$ cat src/rtl/reciprocal_sqrt_estimate_top_macros.svh
// Assertion macros for the reciprocal square root estimate block.
// Used by reciprocal_sqrt_estimate_top.sv; expects i_clk and i_rst_n in scope.
`ifndef RECIPROCAL_SQRT_ESTIMATE_TOP_MACROS_SVH
`define RECIPROCAL_SQRT_ESTIMATE_TOP_MACROS_SVH

// Same-cycle implication, checked outside reset.
`define RSE_ASSERT_NOW(lbl, ante, cons, msg) \
    lbl: assert property (@(posedge i_clk) disable iff (!i_rst_n) (ante) |-> (cons)) \
        else $error(msg);

// Next-cycle implication, checked outside reset.
`define RSE_ASSERT_NEXT(lbl, ante, cons, msg) \
    lbl: assert property (@(posedge i_clk) disable iff (!i_rst_n) (ante) |=> (cons)) \
        else $error(msg);

`endif

$ cat src/rtl/rse_pkg.sv
// Package for the reciprocal square root estimate block: constants and the
// 32-entry base/decrement lookup. No dependencies.
package rse_pkg;

    localparam logic [63:0] QNAN_BITS = 64'h7FF8_0000_0000_0000;
    localparam logic [63:0] PINF_BITS = 64'h7FF0_0000_0000_0000;
    localparam logic [10:0] EXP_ALL1  = 11'h7FF;
    localparam logic [11:0] EXP_BASE  = 12'd3068;

    typedef logic [4:0]  t_idx;
    typedef logic [25:0] t_base;
    typedef logic [10:0] t_dec;

    function automatic t_base rs_base(input t_idx idx);
        t_base b;
        case (idx)
            5'd0:  b = 26'h1a7e800;  5'd1:  b = 26'h17cb800;
            5'd2:  b = 26'h1552800;  5'd3:  b = 26'h130c000;
            5'd4:  b = 26'h10f2000;  5'd5:  b = 26'h0eff000;
            5'd6:  b = 26'h0d2e000;  5'd7:  b = 26'h0b7c000;
            5'd8:  b = 26'h09e5000;  5'd9:  b = 26'h0867000;
            5'd10: b = 26'h06ff000;  5'd11: b = 26'h05ab800;
            5'd12: b = 26'h046a000;  5'd13: b = 26'h0339800;
            5'd14: b = 26'h0218800;  5'd15: b = 26'h0105800;
            5'd16: b = 26'h3ffa000;  5'd17: b = 26'h3c29000;
            5'd18: b = 26'h38aa000;  5'd19: b = 26'h3572000;
            5'd20: b = 26'h3279000;  5'd21: b = 26'h2fb7000;
            5'd22: b = 26'h2d26000;  5'd23: b = 26'h2ac0000;
            5'd24: b = 26'h2881000;  5'd25: b = 26'h2665000;
            5'd26: b = 26'h2468000;  5'd27: b = 26'h2287000;
            5'd28: b = 26'h20c1000;  5'd29: b = 26'h1f12000;
            5'd30: b = 26'h1d79000;  5'd31: b = 26'h1bf4000;
            default: b = 26'h0;
        endcase
        return b;
    endfunction

    function automatic t_dec rs_dec(input t_idx idx);
        t_dec d;
        case (idx)
            5'd0:  d = 11'h568;  5'd1:  d = 11'h4f3;  5'd2:  d = 11'h48d;
            5'd3:  d = 11'h435;  5'd4:  d = 11'h3e7;  5'd5:  d = 11'h3a2;
            5'd6:  d = 11'h365;  5'd7:  d = 11'h32e;  5'd8:  d = 11'h2fc;
            5'd9:  d = 11'h2d0;  5'd10: d = 11'h2a8;  5'd11: d = 11'h283;
            5'd12: d = 11'h261;  5'd13: d = 11'h243;  5'd14: d = 11'h226;
            5'd15: d = 11'h20b;  5'd16: d = 11'h7a4;  5'd17: d = 11'h700;
            5'd18: d = 11'h670;  5'd19: d = 11'h5f2;  5'd20: d = 11'h584;
            5'd21: d = 11'h524;  5'd22: d = 11'h4cc;  5'd23: d = 11'h47e;
            5'd24: d = 11'h43a;  5'd25: d = 11'h3fa;  5'd26: d = 11'h3c2;
            5'd27: d = 11'h38e;  5'd28: d = 11'h35e;  5'd29: d = 11'h332;
            5'd30: d = 11'h30a;  5'd31: d = 11'h2e6;
            default: d = 11'h0;
        endcase
        return d;
    endfunction

endpackage

$ cat src/rtl/reciprocal_sqrt_estimate_top.sv
// Reciprocal square root estimate of an IEEE double, four register stages.
// Throughput 1 item per cycle while the output is not stalled.
// Stages: classify and leading-zero count, normalise and table lookup,
// decrement multiply, interpolate and format into the output register.
// Each stage holds its item under backpressure and fills bubbles.
// Reset (i_rst_n, synchronous, active low) empties every stage.
`include "reciprocal_sqrt_estimate_top_macros.svh"

module reciprocal_sqrt_estimate_top (
    input  logic        i_clk,
    input  logic        i_rst_n,
    input  logic        s_axis_tvalid,
    output logic        s_axis_tready,
    input  logic [63:0] s_axis_tdata,   // [63:0] operand_bits
    output logic        m_axis_tvalid,
    input  logic        m_axis_tready,
    output logic [63:0] m_axis_tdata    // [63:0] estimate_bits
);
    import rse_pkg::*;

    // stage valids
    logic r_v1, r_v2, r_v3, r_v4;
    logic adv1, adv2, adv3, adv4;

    // stage 1 payload
    logic        r1_spec;
    logic [63:0] r1_spec_val;
    logic        r1_den;
    logic [5:0]  r1_lzc;
    logic [10:0] r1_exp;
    logic [51:0] r1_frac;

    // stage 2 payload
    logic        r2_spec;
    logic [63:0] r2_spec_val;
    logic [10:0] r2_newexp;
    t_base       r2_base;
    t_dec        r2_dec;
    logic [10:0] r2_k;

    // stage 3 payload
    logic        r3_spec;
    logic [63:0] r3_spec_val;
    logic [10:0] r3_newexp;
    t_base       r3_base;
    logic [21:0] r3_prod;

    // output register
    logic [63:0] r4_data;
    logic        r4_spec;

    assign adv4 = !r_v4 || m_axis_tready;
    assign adv3 = !r_v3 || adv4;
    assign adv2 = !r_v2 || adv3;
    assign adv1 = !r_v1 || adv2;
    assign s_axis_tready = adv1;
    assign m_axis_tvalid = r_v4;
    assign m_axis_tdata  = r4_data;

    always_ff @(posedge i_clk) begin
        if (!i_rst_n) begin
            r_v1 <= 1'b0;
            r_v2 <= 1'b0;
            r_v3 <= 1'b0;
            r_v4 <= 1'b0;
        end else begin
            if (adv1) r_v1 <= s_axis_tvalid;
            if (adv2) r_v2 <= r_v1;
            if (adv3) r_v3 <= r_v2;
            if (adv4) r_v4 <= r_v3;
        end
    end

    // ---- stage 1: classify, leading-zero count ----
    logic        in_sign;
    logic [10:0] in_exp;
    logic [51:0] in_frac;
    logic        n1_spec;
    logic [63:0] n1_spec_val;
    logic [5:0]  n1_lzc;

    assign in_sign = s_axis_tdata[63];
    assign in_exp  = s_axis_tdata[62:52];
    assign in_frac = s_axis_tdata[51:0];

    always_comb begin
        n1_spec     = 1'b1;
        n1_spec_val = QNAN_BITS;
        if (in_exp == 11'd0 && in_frac == 52'd0) begin
            n1_spec_val = {in_sign, PINF_BITS[62:0]};
        end else if (in_exp == EXP_ALL1) begin
            if (in_frac == 52'd0) begin
                n1_spec_val = in_sign ? QNAN_BITS : 64'd0;
            end else begin
                n1_spec_val = s_axis_tdata | 64'h0008_0000_0000_0000;
            end
        end else if (in_sign) begin
            n1_spec_val = QNAN_BITS;
        end else begin
            n1_spec = 1'b0;
        end
    end

    // highest set bit wins; count is 51 - position
    always_comb begin
        n1_lzc = 6'd0;
        for (int i = 0; i < 52; i++) begin
            if (in_frac[i]) n1_lzc = 6'(51 - i);
        end
    end

    always_ff @(posedge i_clk) begin
        if (adv1) begin
            r1_spec     <= n1_spec;
            r1_spec_val <= n1_spec_val;
            r1_den      <= (in_exp == 11'd0);
            r1_lzc      <= n1_lzc;
            r1_exp      <= in_exp;
            r1_frac     <= in_frac;
        end
    end

    // ---- stage 2: normalise denormals, exponent, table lookup ----
    logic [51:0] n2_frac;
    logic        n2_par;
    logic [11:0] n2_sum;
    logic [6:0]  n2_shamt;
    t_idx        n2_idx;

    assign n2_shamt = {1'b0, r1_lzc} + 7'd1;

    always_comb begin
        if (r1_den) begin
            // exponent becomes -lzc after normalising
            n2_frac = r1_frac << n2_shamt;
            n2_par  = r1_lzc[0];
            n2_sum  = EXP_BASE + {6'd0, r1_lzc};
        end else begin
            n2_frac = r1_frac;
            n2_par  = r1_exp[0];
            n2_sum  = EXP_BASE - {1'b0, r1_exp};
        end
    end

    assign n2_idx = {n2_par, n2_frac[51:48]};

    always_ff @(posedge i_clk) begin
        if (adv2) begin
            r2_spec     <= r1_spec;
            r2_spec_val <= r1_spec_val;
            r2_newexp   <= n2_sum[11:1];
            r2_base     <= rs_base(n2_idx);
            r2_dec      <= rs_dec(n2_idx);
            r2_k        <= n2_frac[47:37];
        end
    end

    // ---- stage 3: decrement times interpolation step ----
    always_ff @(posedge i_clk) begin
        if (adv3) begin
            r3_spec     <= r2_spec;
            r3_spec_val <= r2_spec_val;
            r3_newexp   <= r2_newexp;
            r3_base     <= r2_base;
            r3_prod     <= {11'd0, r2_dec} * {11'd0, r2_k};
        end
    end

    // ---- stage 4: subtract (wraps to 26 bits) and format ----
    t_base n4_val;
    assign n4_val = r3_base - {4'd0, r3_prod};

    always_ff @(posedge i_clk) begin
        if (adv4) begin
            r4_spec <= r3_spec;
            r4_data <= r3_spec ? r3_spec_val : {1'b0, r3_newexp, n4_val, 26'd0};
        end
    end

    // ---- checks ----
    `RSE_ASSERT_NOW(a_ready_only_when_s1_busy, !s_axis_tready, r_v1, "input stalled with stage 1 empty")
    `RSE_ASSERT_NEXT(a_s2_holds_on_stall, r_v2 && !adv3, r_v2 && $stable(r2_newexp), "stage 2 item lost under stall")
    `RSE_ASSERT_NOW(a_normal_result_shape, r_v4 && !r4_spec, !r4_data[63] && r4_data[62:52] != EXP_ALL1 && r4_data[25:0] == 26'd0, "normal estimate malformed")
    `RSE_ASSERT_NEXT(a_out_accept_refills, r_v4 && m_axis_tready && !r_v3, !r_v4, "output repeated after accept")

endmodule

$ cat config.mk
export PLATFORM = sky130hd
export DESIGN_NAME = reciprocal_sqrt_estimate_top
export DESIGN_NICKNAME = d
export VERILOG_FILES = /design/src/rtl/rse_pkg.sv /design/src/rtl/reciprocal_sqrt_estimate_top.sv
export VERILOG_INCLUDE_DIRS = /design/src /design/src/rtl
export SDC_FILE = /design/constraint.sdc
export NUM_CORES = 1
export LEC_CHECK = 0
export ABC_CLOCK_PERIOD_IN_PS = 13710
export BUFFER_PORTS_ARGS = -buffer_cell sky130_fd_sc_hd__buf_2
export CAP_MARGIN = 25
export CORE_MARGIN = 2
export CORE_UTILIZATION = 57
export CTS_BUF_LIST = sky130_fd_sc_hd__clkbuf_8
export CTS_CLUSTER_SIZE = 25
export DETAILED_ROUTE_END_ITERATION = 7
export GPL_TIMING_DRIVEN = 0
export PLACE_DENSITY = 0.75
export SYNTH_ARGS = -nofsm -noshare
export SYNTH_HDL_FRONTEND = slang
export SYNTH_SLANG_ARGS = --single-unit
$ cat constraint.sdc
create_clock -name i_clk -period 13.71 [get_ports i_clk]
set_input_delay 1.371 -clock i_clk [delete_from_list [all_inputs] [get_ports i_clk]]
set_output_delay 1.371 -clock i_clk [all_outputs]
set_load 0.01 [all_outputs]
==> results.ini, run 1 <==
[worst_setup_path]
crit_type=register to register
start_kind=register
r2r_setup_slack_ns=7.35
rr_startpoint=r2_k[2]
cp.required_ns=14.07
timing.rr.end=r3_prod[20]
worstSetupEndpointType=register
cp.arrival_ns=6.72
r2r_cells=20
crit_fanout=10

[global_route]
grt_max_degree=75
grt_overflow=0
antenna_found_initial=4
grt_pass1_vias=15900
grt_use_total_pct=27.9
grt_pass1_wl_um=92000

[logic_synthesis]
synthArstFlopShare_pct=0
ys_seq_elements=429
yosysWarningCount=0
synth_nets=2125
synth_compound_area_share_pct=8.18
ys_seq_area_share_pct=54.5
synth_cell_types=86
syn_inst=1892
synth_top_family_by_area=simple AND/OR/NAND/NOR gates
synth_xor_xnor_area_share_pct=2.15
synthTopCellsByArea=edfxtp_1 (54%), fa_1 (6.8%), ha_1 (4.5%)
synthSimpleGateAreaFrac_pct=12.2
synth_edf_count=425
yosysTopAreaCell=edfxtp_1
synthAdderAreaFrac_pct=11.3
avgSynthCellArea_um2=12.5
yosys_most_used_dff=edfxtp_1
yosys.area.top_type_share_pct=54.2
syn_area_um2=23600
synthMuxAreaShare_pct=7.29

[route]
vias_per_cell=5.98
drtAntennaViolNets=0
firstDrtPassIters=5
drc=0
drtIter0Drc=1764
routedWlPerCell_um=22.2
wl_um=59700
route.vias.total=16100

[sta]
final.setup.tns_ns=0
setup_ws_ns=7.35
setup-violations-final=0
drv_slew=0
finalHoldViolations=0
rsz0062_at_grt=no
tightest_slew_ns=1.03
fmax_mhz=157
period_share_pct=46.4
slew_headroom_pct=31.4
finalClockSkew_ns=0.0355
timing.final.crit_period_ns=6.36

[die]
die_w_um=207
ioPinCount=134
core_um2=40800
dieArea_um2=43000
initial_core_util_pct=57.7
core.rowCount=74
die_height_um=207

[clocking]
clock_tree.buffer_depth=3
cts_tree=yes
htree_levels=3
post_cts_resize_count=0
cts_sinks=429
cts_buffers=69
insertion_delay_ns=0.64
cts-root-buf=clkbuf_8
cts_hold_buf=0
postCtsSetupRepairBufs=0
path_clk_slew_ns=0.06

[finish]
finalInstanceArea_um2=26300
syn_to_final_growth_pct=11.7
drive_gt1_share_pct=16.6
final_common_cell=edfxtp_1
fin_util_pct=64.5
layout_common_cells=edfxtp_1 (425), nand2_1 (193), inv_1 (170), buf_2 (146), and2_1 (132)
layout.nets=2334

[placement]
portBuffers=133
placed_area_um2=25000
dp_hpwl_um=45100
pre_cts_ws_ns=7.43
gp_congestion=1.01

[flow_run]
drv_cap=0

[hold_path]
hp-class=register to register
hold_start=r2_spec_val[63]
min_path_cells=0
hold-path-endpoint=r3_spec_val[63]

[power]
p_per_area_nw_per_um2=185
peakVddDrop_mv=0.181
leakagePower_uw=0.0109

[outcome]
status=complete, no violations

-- state kept, by name (all words and copies together), names as in the netlist, 6 cells and up --
register and count:
r1_lzc 6, r3_base 15, r2_newexp 11, r2_dec 11, r1_exp 11, r3_newexp 11, r2_spec_val 64, r3_spec_val 64
r2_base 15, r3_prod 22, m_axis_tdata 64, r1_frac 52, r2_k 11, r1_spec_val 64
-- report_power, final --
part | switching [µW] | leakage (µW) | internal [µW]
logic | 1260 | 0.00539 | 901
registers | 67.6 | 0.00478 | 1640
clock network | 497 | 0.000734 | 513
total | 1820 | 0.0109 | 3050
-- how the worst max path moves through the flow --
stage	start	end	depth (start not counted)
after floorplan	m_axis_tready	s_axis_tready	3
after CTS	r2_k[2]	r3_prod[20]	20
after detailed placement	r2_dec[5]	r3_prod[20]	20
after global routing	r2_k[2]	r3_prod[20]	20
final	r2_k[2]	r3_prod[20]	20
after global placement	m_axis_tready	s_axis_tready	5
-- critical path, stage by stage, from the launching register on --
cell and delay, ns:
edfxtp_1 0.41, clkbuf_1 0.42, nand2_1 0.15, fa_1 0.55, inv_1 0.06, fa_1 0.46, ha_1 0.30, fa_1 0.48
inv_1 0.05, fa_1 0.47, inv_1 0.04, ha_1 0.35, nand3_1 0.11, o211ai_1 0.12, o41ai_1 0.74, o211ai_1 0.21
a31oi_1 0.44, nor2b_1 0.10, o21a_1 0.20, o41ai_1 0.31, xnor2_1 0.12
-- metal layers --
layer | track usage (%) | up-vias | share of wire (%) | wire [µm]
li1 | - | 7247 | - | -
met2 | 45.2 | 762 | 48 | 28900
met1 | 37.6 | 7923 | 40 | 24100
met4 | 11.3 | 2 | 3.8 | 2250
met5 | 0 | - | 0.028 | 17
met3 | 5.01 | 146 | 7.5 | 4450
-- per-stage QoR --
step	cells	power, µW	hold slack (ns)
after floorplan	1892	3260	0.400
after CTS	2686	4900	0.411
after detailed placement	2562	3890	0.405
after global routing	2688	5230	0.418
final	2689	4880	0.414
after global placement	2557	3820	0.400
-- layout make-up --
class                   count  area (µm²)
fillers                  3109       14500
flip-flops and latches    429       12800
multi-input cells        1217        9710
clock buffers              72         991
repair buffers            138         796
well taps                 532         666
inverters                 152         576
plain buffers              94         453
clock inverters            52         277
diodes                      3        7.51
-- cell families after synthesis --
family                     after synthesis
adders and majority gates              165
muxes                                  114
DFF                                    429
xor gates and xnor gates                57
AOI/OAI and AO/OA                      287
buffers and inverters                  246
and+or+nand+nor                        594
-- synth_stat cells, types with 9 or more instances --
cell and instances:
inv_1 150, nor4_1 12, ha_1 85, xor2_1 21
o211ai_1 19, a21oi_1 73, nand2_1 195, buf_2 13
mux2_2 42, a31oi_1 9, mux2i_1 31, nor2b_1 13
edfxtp_1 425, fa_1 80, nor2_1 109, o21ai_0 77
nand3_1 40, nand4_1 11, xnor2_1 35, nor3_1 44
mux4_2 34, and2_1 132, clkbuf_1 65
Note: power is estimated with default switching activity, not from simulation.
==> run 2, diff against run 1 <==
--- a/config.mk
+++ b/config.mk
@@ -6,7 +6,7 @@
 export SDC_FILE = /design/constraint.sdc
 export NUM_CORES = 1
 export LEC_CHECK = 0
-export ABC_CLOCK_PERIOD_IN_PS = 13710
+export ABC_CLOCK_PERIOD_IN_PS = 5140
 export BUFFER_PORTS_ARGS = -buffer_cell sky130_fd_sc_hd__buf_2
 export CAP_MARGIN = 25
 export CORE_MARGIN = 2
@@ -15,7 +15,7 @@
 export CTS_CLUSTER_SIZE = 25
 export DETAILED_ROUTE_END_ITERATION = 7
 export GPL_TIMING_DRIVEN = 0
-export PLACE_DENSITY = 0.75
+export PLACE_DENSITY = 0.78
 export SYNTH_ARGS = -nofsm -noshare
 export SYNTH_HDL_FRONTEND = slang
 export SYNTH_SLANG_ARGS = --single-unit
==> constraint.sdc (replaced) <==
create_clock -name i_clk -period 5.14 [get_ports i_clk]
set_input_delay 0.514 -clock i_clk [delete_from_list [all_inputs] [get_ports i_clk]]
set_output_delay 0.514 -clock i_clk [all_outputs]
set_load 0.01 [all_outputs]
==> run 2 against run 1 <==
  * Register-to-register slack worse by 7.6 ns
  * Cell count grew 1.3%
  * Combinational power grew to 3.8 times the previous value
  * The run now ends with setup timing left
  * Die area stayed put
  * Worst hold slack got worse by 0.31 ns
  * Global-route usage increased by 0.43 points
  * Setup slack got worse by 7.6 ns
  * Largest power group unchanged
  * Sequential share of layout area is 1.4 points lower
==> results.ini, run 2 (synthesis gave the netlist of run 1 again) <==
[worst_setup_path]
critPathMostFrequentCell=fa_1
crit_path_max_incr_delay_ns=0.53
cp_num_buf_inv=7
crit_fanout=4
cp_cell_sequence=clkbuf_8 -> and2_4 -> fa_1 -> inv_2 -> fa_1 -> inv_1 -> fa_1 -> fa_1 -> inv_1 -> fa_1 -> inv_2 -> ha_4 -> nor3_2 -> nor2_2 -> o41ai_4 -> o21a_1 -> a21oi_4 -> a211oi_2 -> buf_4 -> buf_12 -> xnor2_4
worstSetupEndpointType=register
start_kind=register
crit_type=register to register
cp.required_ns=5.50
crit_family=adder cells
cp_slowest_cell=fa_1
cp.arrival_ns=5.78

[global_route]
grt_use_total_pct=28.3
grt_pass1_vias=16500
grt_pass1_wl_um=94100
grt_overflow=0
grt_max_degree=76
antenna_found_initial=4

[sta]
rsz0062_at_grt=yes
timing.final.crit_period_ns=5.42
finalClockSkew_ns=0.0313
period_share_pct=105
setup-violations-final=6
fmax_mhz=184
setup_ws_ns=-0.280
finalHoldViolations=0
tightest_slew_ns=1.05
final.setup.tns_ns=-1.17
slew_headroom_pct=30.1
drv_slew=0

[finish]
drive_gt1_share_pct=21.6
syn_to_final_growth_pct=15.1
final_cells=2724
layout_common_cells=edfxtp_1 (425), nand2_1 (189), inv_1 (158), buf_2 (147), and2_1 (129)
layout.nets=2372
final_common_cell=edfxtp_1
fillerInstances=2910

[clocking]
clock_tree.buffer_depth=3
cts_buffers=70
cts_sinks=429
insertion_delay_ns=0.63
cts_tree=yes
htree_levels=3
path_clk_slew_ns=0.06
cts-root-buf=clkbuf_8
cts_hold_buf=0

[power]
leakagePower_uw=0.0113
p_clk_share_pct=17.6
p_per_area_nw_per_um2=575
pwr-share-comb_pct=53.0
p_sw_uw=6010
seq_power_share_pct=29.3
peakVddDrop_mv=0.727
intPower_uw=9570
switching_share_pct=38.6

[route]
routedWlPerCell_um=22.6
drtIter0Drc=1681
route.vias.total=16500
firstDrtPassIters=6
drtAntennaViolNets=0
drc=0
vias_per_cell=6.07
wl_um=61400

[die]
core_um2=40800
dieArea_um2=43000
die_height_um=207
core.rowCount=74
ioPinCount=134
initial_core_util_pct=57.7
die_w_um=207

[outcome]
status=complete, but fails checks
violations=setup timing

[hold_path]
hp-class=primary input to register

[placement]
dp_hpwl_um=45400
dp_cells=2562
portBuffers=133
gp_congestion=0.999

[flow_run]
drv_cap=0

==> run 2: cell count changes in the layout (fill, tap and decap cells not counted), moves of 7 or more <==
cell / delta
buf_4: +39
buf_6: +7
clkbuf_1: -23
ha_1: -11
ha_4: +7
inv_1: -12
inv_2: +8
xnor2_1: -7
==> run 2: final cells by class <==
type	count	area (µm²)	area share (%)
multi-input cells	1217	10100	37.2
well taps	532	666	2.45
clock inverters	48	290	1.07
plain buffers	85	490	1.81
inverters	152	576	2.12
clock buffers	73	1000	3.71
diodes	4	10.0	0.0369
repair buffers	184	1160	4.27
flip-flops and latches	429	12800	47.4
==> run 2: repair_timing <==
item / 4_1_cts / 5_1_grt
setup buffers: 21 / 23
setup endpoints to repair: 10 / 20
gates resized for setup: 53 / 53
gates cloned: 2 / 0
pin swaps: 21 / 25
==> run 2: final timing paths <==
kind | startpoint | end | slack (ns) | cells past startpoint
max | r2_k[3] | r3_prod[19] | -0.28 | 21
min reg2reg | r2_spec_val[25] | r3_spec_val[25] | 0.41 | 0
max reg2reg | r2_k[3] | r3_prod[19] | -0.28 | 21
min | s_axis_tdata[57] | r1_exp[5] | 0.10 | 1
==> run 2: per-stage QoR <==
step           area [µm²]  hold WS, ns  util [%]  setup WS (ns)  power, µW
3_5_place_dp        25100        0.405      61.4         -0.659      10600
6_report            27100        0.102      66.4         -0.280      15600
2_1_floorplan       23600        0.400         -        -0.0396       8790
3_3_place_gp        24900        0.400      61.1         -0.795      10400
5_1_grt             27100       0.0713      66.4         -0.374      16400
4_1_cts             26700       0.0597      65.5         -0.179      14300
==> run 2: layer usage <==
layer	wire length (µm)	GRT usage, %	up-vias
li1	-	-	7327
met1	24200	37.4	8148
met2	30000	47.3	886
met3	5010	5.23	161
met4	2210	10.3	2
met5	14	0	-
==> run 2: power by group through the flow <==
stage	registers (µW)	logic, µW	clock network [µW]
2_1_floorplan	4580	4210	0
3_3_place_gp	4600	5780	0
3_5_place_dp	4610	5950	0
4_1_cts	4560	6900	2800
5_1_grt	4590	8840	2940
6_report	4570	8260	2750
==> run 2: worst register-to-register path, delay by kind of cell, from the launching register on <==
kind                     cells  cell delay (ns)
buffers and inverters        7             0.68
AO/OA/AOI/OAI                4             0.71
flip-flops                   1             0.49
XOR/XNOR                     1             0.13
AND/OR/NAND/NOR              3             0.36
adder cells (fa/ha/maj)      6             2.77
